File: src/hdl/assert_macros.svh
// assertion macros used by the rtl file
`ifndef ASSERT_MACROS_SVH
`define ASSERT_MACROS_SVH

// checked on every rising edge, held off while reset is applied
`define TWRC_ASSERT(lbl, prop, msg) \
	lbl: assert property (@(posedge clk) disable iff (!arst_n) prop) else $error(msg);

// checked on every rising edge, reset included
`define TWRC_ASSERT_ALWAYS(lbl, prop, msg) \
	lbl: assert property (@(posedge clk) prop) else $error(msg);

`endif

File: src/hdl/twrc_pkg.sv
// types, constants and helper functions for the tcp window rewrite checksum block
`timescale 1ns / 1ps
`default_nettype none

package twrc_pkg;

	localparam int POS_W = 16;
	localparam int CNT_W = 32;
	localparam int IHL_W = 6;
	localparam int CFG_IDX_W = 1;

	localparam logic [POS_W-1:0] MAX_PACKET_BYTES = 16'hFFFF;
	localparam logic [CNT_W-1:0] CNT_MAX = {CNT_W{1'b1}};

	localparam logic [7:0] PROTO_TCP = 8'd6;
	localparam int TCP_HDR_BYTES = 20;
	localparam int IP_MIN_BYTES = 20;
	localparam int ACK_BIT = 4;

	// tcp header byte offsets
	localparam logic [POS_W-1:0] OFF_SPORT_HI = 16'd0;
	localparam logic [POS_W-1:0] OFF_SPORT_LO = 16'd1;
	localparam logic [POS_W-1:0] OFF_FLAGS = 16'd13;
	localparam logic [POS_W-1:0] OFF_WIN_HI = 16'd14;
	localparam logic [POS_W-1:0] OFF_WIN_LO = 16'd15;
	localparam logic [POS_W-1:0] OFF_CSUM_HI = 16'd16;
	localparam logic [POS_W-1:0] OFF_CSUM_LO = 16'd17;

	// ip header byte positions
	localparam logic [POS_W-1:0] POS_VER_IHL = 16'd0;
	localparam logic [POS_W-1:0] POS_LEN_HI = 16'd2;
	localparam logic [POS_W-1:0] POS_LEN_LO = 16'd3;
	localparam logic [POS_W-1:0] POS_PROTO = 16'd9;
	localparam logic [POS_W-1:0] POS_ADDR_FIRST = 16'd12;
	localparam logic [POS_W-1:0] POS_ADDR_END = 16'd20;

	typedef enum logic [CFG_IDX_W-1:0] {
		REG_LISTEN_PORT   = 1'd0,
		REG_TARGET_WINDOW = 1'd1
	} cfg_reg_t;

	typedef enum logic [1:0] {
		OUT_PASSED    = 2'd0,
		OUT_MODIFIED  = 2'd1,
		OUT_NOT_TCP   = 2'd2,
		OUT_TOO_SHORT = 2'd3
	} outcome_t;

	function automatic logic [CNT_W-1:0] sat_inc(input logic [CNT_W-1:0] c, input logic en);
		logic [CNT_W-1:0] r;
		r = c;
		if (en && c != CNT_MAX) begin
			r = c + {{(CNT_W-1){1'b0}}, 1'b1};
		end
		return r;
	endfunction

	// places a byte in the high or low half of a big-endian word
	function automatic logic [15:0] word_part(input logic odd, input logic [7:0] v);
		return odd ? {8'h00, v} : {v, 8'h00};
	endfunction

endpackage

`default_nettype wire

File: src/hdl/tcp_window_rewrite_checksum.sv
// One IPv4 packet enters as a stream of bytes, one transaction per byte, last_byte set on
// the final one. Each byte is taken into an input register and folded into a running
// ones'-complement sum as it leaves that register, so the block takes one byte every clock cycle;
// the only stall comes when a packet's last byte finds the result register still held by
// an untaken result. One result per packet is registered after its last byte leaves the
// input register: the outcome, the TCP checksum with the window set to target_window,
// and four saturating statistics counters. listen_port and target_window are written
// through the cfg channel, which is always ready, and should only change between packets.
`timescale 1ns / 1ps
`default_nettype none
`include "assert_macros.svh"

module tcp_window_rewrite_checksum import twrc_pkg::*; (
	input  wire logic                 clk,
	input  wire logic                 arst_n,

	input  wire logic                 cfg_valid,
	output logic                      cfg_ready,
	input  wire logic [CFG_IDX_W-1:0] cfg_index,
	input  wire logic [15:0]          cfg_data,

	input  wire logic                 in_valid,
	output logic                      in_stall,
	input  wire logic [7:0]           data_byte,
	input  wire logic                 last_byte,

	output logic                      out_valid,
	input  wire logic                 out_stall,
	output logic [1:0]                outcome,
	output logic [15:0]               new_checksum,
	output logic [CNT_W-1:0]          packet_count,
	output logic [CNT_W-1:0]          modified_count,
	output logic [CNT_W-1:0]          error_count,
	output logic [CNT_W-1:0]          non_tcp_count
);

	// configuration
	logic [15:0] listen_port_q;
	logic [15:0] target_window_q;

	// input register
	logic        valid_s1;
	logic [7:0]  data_s1;
	logic        last_s1;

	// per-packet state
	logic [POS_W-1:0] pos_q;
	logic [IHL_W-1:0] ihl_q;
	logic [15:0]      tl_q;
	logic [7:0]       proto_q;
	logic [15:0]      sport_q;
	logic [7:0]       flags_q;
	logic [7:0]       early0_q;
	logic [7:0]       early1_q;
	logic [15:0]      sum_q;
	logic [16:0]      pseudo_q;

	// result
	logic             out_valid_q;
	outcome_t         outcome_q;
	logic [15:0]      chk_q;
	logic [CNT_W-1:0] pkt_cnt_q;
	logic [CNT_W-1:0] mod_cnt_q;
	logic [CNT_W-1:0] err_cnt_q;
	logic [CNT_W-1:0] ntcp_cnt_q;

	logic             out_free;
	logic             go;
	logic             finish;
	logic             accept;
	logic             take;
	logic [POS_W-1:0] len;
	logic [IHL_W-1:0] ihl_now;
	logic [15:0]      tl_now;
	logic [POS_W-1:0] ihl_ext;
	logic             at_tcp;
	logic [POS_W-1:0] off;
	logic [7:0]       proto_now;
	logic [15:0]      sport_now;
	logic [7:0]       flags_now;
	logic [7:0]       sum_byte;
	logic             in_main;
	logic             in_addr;
	logic             at_len_lo;
	logic [15:0]      tl3;
	logic [3:0]       early_in;
	logic [15:0]      word01;
	logic [15:0]      word23;
	logic [15:0]      term_a;
	logic [15:0]      term_b;
	logic [17:0]      sum_raw;
	logic [16:0]      sum_f1;
	logic [15:0]      sum_next;
	logic [18:0]      chk_raw;
	logic [16:0]      chk_f1;
	logic [15:0]      chk_f2;
	logic [15:0]      tcp_len;
	outcome_t         outcome_d;
	logic             inc_pkt;
	logic             inc_mod;
	logic             inc_err;
	logic             inc_ntcp;

	assign cfg_ready = 1'b1;

	always_ff @(posedge clk or negedge arst_n) begin
		if (!arst_n) begin
			listen_port_q   <= 16'd80;
			target_window_q <= 16'hFFFF;
		end else if (cfg_valid && cfg_ready) begin
			case (cfg_index)
				REG_LISTEN_PORT:   listen_port_q   <= cfg_data;
				REG_TARGET_WINDOW: target_window_q <= cfg_data;
				default: ;
			endcase
		end
	end

	// handshake: a last byte waits in the input register until the result register is free
	assign out_free = !out_valid_q || !out_stall;
	assign go       = valid_s1 && (!last_s1 || out_free);
	assign finish   = go && last_s1;
	assign in_stall = valid_s1 && !go;
	assign accept   = in_valid && !in_stall;

	always_ff @(posedge clk or negedge arst_n) begin
		if (!arst_n) begin
			valid_s1 <= 1'b0;
		end else if (accept) begin
			valid_s1 <= 1'b1;
		end else if (go) begin
			valid_s1 <= 1'b0;
		end
	end

	always_ff @(posedge clk) begin
		if (accept) begin
			data_s1 <= data_byte;
			last_s1 <= last_byte;
		end
	end

	// byte decode
	assign take      = pos_q != MAX_PACKET_BYTES;
	assign len       = take ? pos_q + 16'd1 : pos_q;
	assign ihl_now   = (take && pos_q == POS_VER_IHL) ? {data_s1[3:0], 2'b00} : ihl_q;
	assign ihl_ext   = {{(POS_W-IHL_W){1'b0}}, ihl_now};
	assign at_tcp    = take && pos_q >= ihl_ext;
	assign off       = pos_q - ihl_ext;
	assign at_len_lo = take && pos_q == POS_LEN_LO;

	always_comb begin
		tl_now = tl_q;
		if (take && pos_q == POS_LEN_HI) begin
			tl_now = {data_s1, 8'h00};
		end else if (at_len_lo) begin
			tl_now = {tl_q[15:8], data_s1};
		end
	end

	assign proto_now = (take && pos_q == POS_PROTO) ? data_s1 : proto_q;

	always_comb begin
		sport_now = sport_q;
		flags_now = flags_q;
		if (at_tcp) begin
			if (off == OFF_SPORT_HI) begin
				sport_now = {data_s1, sport_q[7:0]};
			end else if (off == OFF_SPORT_LO) begin
				sport_now = {sport_q[15:8], data_s1};
			end else if (off == OFF_FLAGS) begin
				flags_now = data_s1;
			end
		end
	end

	// window counts as the target value, checksum field as zero
	always_comb begin
		sum_byte = data_s1;
		if (off == OFF_WIN_HI) begin
			sum_byte = target_window_q[15:8];
		end else if (off == OFF_WIN_LO) begin
			sum_byte = target_window_q[7:0];
		end else if (off == OFF_CSUM_HI || off == OFF_CSUM_LO) begin
			sum_byte = 8'h00;
		end
	end

	assign in_main = at_tcp && pos_q >= 16'd4 && pos_q < tl_q;
	assign in_addr = take && pos_q >= POS_ADDR_FIRST && pos_q < POS_ADDR_END;

	// the first four bytes are summed once the total length is known
	assign tl3 = {tl_q[15:8], data_s1};
	always_comb begin
		for (int q = 0; q < 4; q++) begin
			early_in[q] = {{(POS_W-IHL_W){1'b0}}, ihl_q} <= POS_W'(q) && POS_W'(q) < tl3;
		end
	end
	assign word01 = {early_in[0] ? early0_q : 8'h00, early_in[1] ? early1_q : 8'h00};
	assign word23 = {early_in[2] ? tl_q[15:8] : 8'h00, early_in[3] ? data_s1 : 8'h00};

	assign term_a = at_len_lo ? word01 : (in_addr ? word_part(pos_q[0], data_s1) : 16'h0000);
	assign term_b = at_len_lo ? word23 : (in_main ? word_part(pos_q[0], sum_byte) : 16'h0000);

	assign sum_raw  = {2'b00, sum_q} + {2'b00, term_a} + {2'b00, term_b};
	assign sum_f1   = {1'b0, sum_raw[15:0]} + {15'd0, sum_raw[17:16]};
	assign sum_next = sum_f1[15:0] + {15'd0, sum_f1[16]};

	// protocol and tcp length of the pseudo-header, settled long before any tcp last byte
	assign tcp_len = (tl_q > {10'd0, ihl_q}) ? tl_q - {10'd0, ihl_q} : 16'd0;

	always_ff @(posedge clk) begin
		pseudo_q <= {1'b0, tcp_len} + {9'd0, PROTO_TCP};
	end

	assign chk_raw = {3'b000, sum_q} + {3'b000, term_a} + {3'b000, term_b}
		+ {2'b00, pseudo_q};
	assign chk_f1  = {1'b0, chk_raw[15:0]} + {14'd0, chk_raw[18:16]};
	assign chk_f2  = chk_f1[15:0] + {15'd0, chk_f1[16]};

	always_ff @(posedge clk or negedge arst_n) begin
		if (!arst_n) begin
			pos_q    <= '0;
			ihl_q    <= '0;
			tl_q     <= '0;
			proto_q  <= '0;
			sport_q  <= '0;
			flags_q  <= '0;
			early0_q <= '0;
			early1_q <= '0;
			sum_q    <= '0;
		end else if (finish) begin
			pos_q    <= '0;
			ihl_q    <= '0;
			tl_q     <= '0;
			proto_q  <= '0;
			sport_q  <= '0;
			flags_q  <= '0;
			early0_q <= '0;
			early1_q <= '0;
			sum_q    <= '0;
		end else if (go && take) begin
			pos_q   <= len;
			ihl_q   <= ihl_now;
			tl_q    <= tl_now;
			proto_q <= proto_now;
			sport_q <= sport_now;
			flags_q <= flags_now;
			sum_q   <= sum_next;
			if (pos_q == 16'd0) begin
				early0_q <= data_s1;
			end
			if (pos_q == 16'd1) begin
				early1_q <= data_s1;
			end
		end
	end

	// end of packet decision
	always_comb begin
		outcome_d = OUT_PASSED;
		inc_pkt   = 1'b0;
		inc_mod   = 1'b0;
		inc_err   = 1'b0;
		inc_ntcp  = 1'b0;
		if (len < POS_W'(IP_MIN_BYTES)) begin
			outcome_d = OUT_TOO_SHORT;
			inc_err   = 1'b1;
		end else begin
			inc_pkt = 1'b1;
			if (proto_now != PROTO_TCP) begin
				outcome_d = OUT_NOT_TCP;
				inc_ntcp  = 1'b1;
			end else if ({1'b0, len} < {1'b0, ihl_ext} + 17'(TCP_HDR_BYTES)) begin
				outcome_d = OUT_TOO_SHORT;
				inc_err   = 1'b1;
			end else if (sport_now == listen_port_q && flags_now[ACK_BIT]) begin
				outcome_d = OUT_MODIFIED;
				inc_mod   = 1'b1;
			end
		end
	end

	always_ff @(posedge clk or negedge arst_n) begin
		if (!arst_n) begin
			out_valid_q <= 1'b0;
			pkt_cnt_q   <= '0;
			mod_cnt_q   <= '0;
			err_cnt_q   <= '0;
			ntcp_cnt_q  <= '0;
		end else begin
			if (finish) begin
				out_valid_q <= 1'b1;
				pkt_cnt_q   <= sat_inc(pkt_cnt_q, inc_pkt);
				mod_cnt_q   <= sat_inc(mod_cnt_q, inc_mod);
				err_cnt_q   <= sat_inc(err_cnt_q, inc_err);
				ntcp_cnt_q  <= sat_inc(ntcp_cnt_q, inc_ntcp);
			end else if (!out_stall) begin
				out_valid_q <= 1'b0;
			end
		end
	end

	always_ff @(posedge clk) begin
		if (finish) begin
			outcome_q <= outcome_d;
			chk_q     <= (outcome_d == OUT_MODIFIED) ? ~chk_f2 : 16'h0000;
		end
	end

	// counters only move when a result is loaded, so they sit on the ports directly
	assign out_valid      = out_valid_q;
	assign outcome        = outcome_q;
	assign new_checksum   = chk_q;
	assign packet_count   = pkt_cnt_q;
	assign modified_count = mod_cnt_q;
	assign error_count    = err_cnt_q;
	assign non_tcp_count  = ntcp_cnt_q;

	`TWRC_ASSERT(a_stall_only_on_last, in_stall |-> (valid_s1 && last_s1 && !out_free),
		"input stalled without a waiting last byte")
	`TWRC_ASSERT(a_state_clear_after_last, finish |=> (pos_q == '0 && sum_q == '0),
		"packet state not cleared after last byte")
	`TWRC_ASSERT(a_chk_only_modified,
		(out_valid_q && outcome_q != OUT_MODIFIED) |-> new_checksum == 16'h0000,
		"checksum given on an unmodified packet")
	`TWRC_ASSERT(a_err_cnt_monotonic, 1'b1 |=> err_cnt_q >= $past(err_cnt_q),
		"error counter went backwards")
	`TWRC_ASSERT_ALWAYS(a_no_valid_in_reset, !arst_n |=> !out_valid_q,
		"result valid during reset")

endmodule

`default_nettype wire

File: config.mk
export PLATFORM = sky130hd
export DESIGN_NAME = tcp_window_rewrite_checksum
export DESIGN_NICKNAME = d
export VERILOG_FILES = /design/src/hdl/twrc_pkg.sv /design/src/hdl/tcp_window_rewrite_checksum.sv
export VERILOG_INCLUDE_DIRS = /design/src /design/src/hdl
export SDC_FILE = /design/constraint.sdc
export NUM_CORES = 1
export LEC_CHECK = 0
export BUFFER_PORTS_ARGS = -buffer_cell sky130_fd_sc_hd__buf_2
export CAP_MARGIN = 30
export CORE_ASPECT_RATIO = 1.2
export CORE_MARGIN = 3
export CORE_UTILIZATION = 40
export CTS_CLUSTER_SIZE = 10
export DETAILED_ROUTE_END_ITERATION = 10
export PLACE_DENSITY_LB_ADDON = 0.12
export SLEW_MARGIN = 20
export SYNTH_ARGS = -nofsm -noshare
export SYNTH_HDL_FRONTEND = slang
export SYNTH_SLANG_ARGS = --single-unit
File: constraint.sdc
create_clock -name clk -period 14.64 [get_ports clk]
set_input_delay 1.464 -clock clk [delete_from_list [all_inputs] [get_ports clk]]
set_output_delay 1.464 -clock clk [all_outputs]
set_load 0.01 [all_outputs]
==> flow_summary_export.csv <==
group,metric,value,unit
outcome,status,"complete, no violations",
layout,nets,2357,
critical_path,critPathLaunchType,"flop",
route,routed_wl,58.60,mm
yosys,synth_fa_ha_area_share,10.73,%
route,routedWlPerCell,20.60,µm
yosys,synth-compound-area-share,12.38,%
layout,multiInputGateArea,0.01111,mm²
yosys,async_flop_share,85.38,%
grt,gr-total-overflow,0,
cts,cts_buffer_depth,3,
sta,tns,0,ns
critical_path,regToRegSetupSlack,1.51,ns
grt,grt_max_degree,107,
floorplan,rows,87,
sta,hold_viol,0,
route,vias,15715,
cts,post-cts-setup-buffer-count,0,
route,dr.pass1.iters,5,
critical_path,cpMaxStageDelayCell,"dfrtp_1",
critical_path,worst_setup_path_end_kind,"flop",
cts,cts-buffers-inserted,39,
cts,cts_tree,"done",
cts,holdBufCountCts,0,
placement,post-dp-hpwl,43.73,mm
sta,worst_pin_slew,0.9302,ns
critical_path,required,14.95,ns
power_and_ir_drop,power.leakage,0.01041,µW
sta,rsz0062_at_grt,"false",
layout,final_core_util,46.82,%
yosys,synthCells,2026,
sta,fin_skew,0.03012,ns
power_and_ir_drop,switching_share,33.41,%
sta,fin_crit,13.13,ns
cts,ctsResizeCount,0,
min_path,hp-class,"flop to flop",
yosys,yosys.area_share.simple,20.29,%
yosys,syn_area_per_cell,9.605,µm²
cts,worst_skew_pair.late_latency,0.57,ns
critical_path,ff2ff_path_depth,56,
floorplan,die_y,247.6,µm
cts,cts_root_buf,"clkbuf_16",
cts,cts_sinks,301,
yosys,synth.area.top_cells,"dfrtp_1 (31%), xnor2_1 (7.7%), fa_1 (5.5%), ha_1 (5.2%), edfxtp_1 (4.2%)",
floorplan,die_w,207.4,µm
yosys,yosys.area.top_type_share,30.73,%
critical_path,critPathMaxFanout,13,
grt,track_usage,22.41,%
sta,slew_headroom,37.99,%
placement,portBuffers,178,
yosys,synth_warnings,0,
sta,setup_viol,0,
sta,slew_viol_final,0,
layout,area_growth_syn_to_layout,14.45,%
power_and_ir_drop,p_clk_share,35.8,%
power_and_ir_drop,combPwrFrac,26.2,%
sta,holdWs,0.4799,ns
yosys,yosysTopAreaCell,"dfrtp_1",
grt,antenna_found_initial,2,
critical_path,startpoint,"pos_q[0]$_DFFE_PN0P_",
yosys,synthMuxAreaShare,2.707,%
floorplan,core-area,0.04757,mm²
critical_path,cp.arrival,13.43,ns
yosys,synth.distinct_cells,85,
sta,post-route-period-util,89.65,%
route,drtIter0Drc,988,
power_and_ir_drop,power.density,115.5,mW/mm²
yosys,synth_edf_count,27,
yosys,synth_nets,2191,
critical_path,critical_path_class,"flop to flop",
power_and_ir_drop,ir_drop,0.00008413,V
layout,drive_gt1_share,15.63,%
yosys,synth_top_family_by_area,"simple AND/OR/NAND/NOR gates",
sta,fmax,76.19,MHz
yosys,ys.flop_type,"dfrtp_1",
yosys,synthTopCellsByCount,"dfrtp_1 (239), nand2_1 (208), xnor2_1 (172)",
power_and_ir_drop,pwr-share-seq,37.9,%
yosys,ys_seq_area_share,39.08,%
cts,htreeDepth,2,
floorplan,initial_utilization,40.91,%
power_and_ir_drop,p_int,1712,µW
layout,regArea,0.007605,mm²
power_and_ir_drop,p_sw,859.1,µW
yosys,ys_seq_elements,301,
yosys,yosysMostFrequentCell,"dfrtp_1",
yosys,synth_xor_area_share,10.87,%
placement,dp_cells,2772,
layout,fin_area,0.02227,mm²
floorplan,die_area,0.05134,mm²
job,cap_violations,0,
critical_path,cpPeakStageDelay,0.54,ns
critical_path,crit_end,"new_checksum[14]$_SDFFCE_PP0P_",
layout,nFillCells,4569,
yosys,syn_area,0.01946,mm²
grt,grt_pass1_wl,91.28,mm
placement,place_congestion,0.9544,
layout,final_cells,2844,
placement,placed_cell_area,0.02103,mm²
critical_path,r2r-end,"new_checksum[14]$_SDFFCE_PP0P_",
route,ant_nets,0,
route,vias_per_cell,5.526,
critical_path,cp_common_cell,"ha_1",
grt,first_global_vias,15888,
cts,path_clk_slew,0.06,ns
floorplan,io_pins,180,
route,drc,0,
critical_path,worstReg2RegStart,"pos_q[0]$_DFFE_PN0P_",
## cell type report
class / instances / area share [%]
flip-flops and latches: 301 / 34.14
diodes: 1 / 0.01124
clock inverters: 9 / 0.5168
inverters: 113 / 1.904
repair buffers: 205 / 5.123
multi-input cells: 1532 / 49.89
clock buffers: 60 / 4.915
well taps: 623 / 3.500
## through the flow
| stage | power (µW) | setup slack (ns) |
|---|---|---|
| 2_1_floorplan | 1445 | 3.205 |
| 3_3_place_gp | 1654 | 2.091 |
| 3_5_place_dp | 1665 | 1.699 |
| 4_1_cts | 2599 | 1.627 |
| 5_1_grt | 2719 | 0.4480 |
| 6_report | 2571 | 1.515 |
## kinds of logic after synthesis
kind of cell | Yosys count
other cells | 1
flops | 301
fa+ha+maj | 135
simple gates | 751
mux | 46
buf+inv | 193
compound gates | 359
xor+xnor | 240
## critical path, delay by kind of cell, from the launching register on
kind / cells / cell delay [ns]
AO/OA/AOI/OAI: 20 / 3.93
adder cells (fa/ha/maj): 8 / 2.50
buffers and inverters: 4 / 0.57
flip-flops: 1 / 0.54
AND/OR/NAND/NOR: 24 / 5.29
## sequential cells by signal (all words and copies together), names as in the netlist, 17 cells and up
name,count
error_count,32
modified_count,32
non_tcp_count,32
packet_count,32
pseudo_q,17
## metal layers
metal | vias up | track usage (%) | wire length (µm) | share of wire (%)
li1 | 7464 | - | - | -
met2 | 408 | 38.01 | 28280 | 48
met1 | 7740 | 28.52 | 24970 | 43
met3 | 103 | 4.223 | 3086 | 5.3
met5 | - | 0 | 0 | 0
met4 | 0 | 8.808 | 2266 | 3.9
## power groups by stage
stage	clock [µW]	combinational [µW]	sequential, µW
final	921	675	976
after global placement	0	666	989
after detailed placement	0	674	990
after CTS	946	677	976
after global routing	984	752	982
after floorplan	0	478	967
## placed cells by master, fill, tap and decap left out, types with 12 or more instances in the layout
cell type / count
dfxtp_1: 17
nand2_1: 208
a21oi_1: 61
o22ai_1: 13
and2_1: 20
and4_1: 19
o21a_1: 17
o31ai_1: 12
nand4_1: 49
fa_1: 53
clkbuf_1: 17
o21ai_0: 88
nand3_1: 74
a22o_1: 52
ha_1: 81
dfstp_2: 18
clkbuf_16: 39
nor3_1: 41
nand2b_1: 31
mux2_2: 32
buf_2: 178
edfxtp_1: 27
xor2_1: 67
inv_1: 113
nor2b_1: 24
dfrtp_1: 239
a21o_1: 20
and3_1: 56
a31oi_1: 15
xnor2_1: 172
nor4_1: 21
o211ai_1: 13
nor2_1: 130
or3_1: 14
buf_4: 24
## worst min path at each step
stage | startpoint | to | slack, ns | depth (start not counted)
2_1_floorplan | early0_q[2]$_DFFE_PN0P_ | early0_q[2]$_DFFE_PN0P_ | 0.45 | 2
3_3_place_gp | early0_q[4]$_DFFE_PN0P_ | early0_q[4]$_DFFE_PN0P_ | 0.46 | 2
3_5_place_dp | early0_q[2]$_DFFE_PN0P_ | early0_q[2]$_DFFE_PN0P_ | 0.47 | 2
4_1_cts | early0_q[2]$_DFFE_PN0P_ | early0_q[2]$_DFFE_PN0P_ | 0.48 | 2
5_1_grt | early0_q[1]$_DFFE_PN0P_ | early0_q[1]$_DFFE_PN0P_ | 0.50 | 2
6_report | early0_q[1]$_DFFE_PN0P_ | early0_q[1]$_DFFE_PN0P_ | 0.48 | 2
No activity file was read; power rests on OpenSTA's default activity.
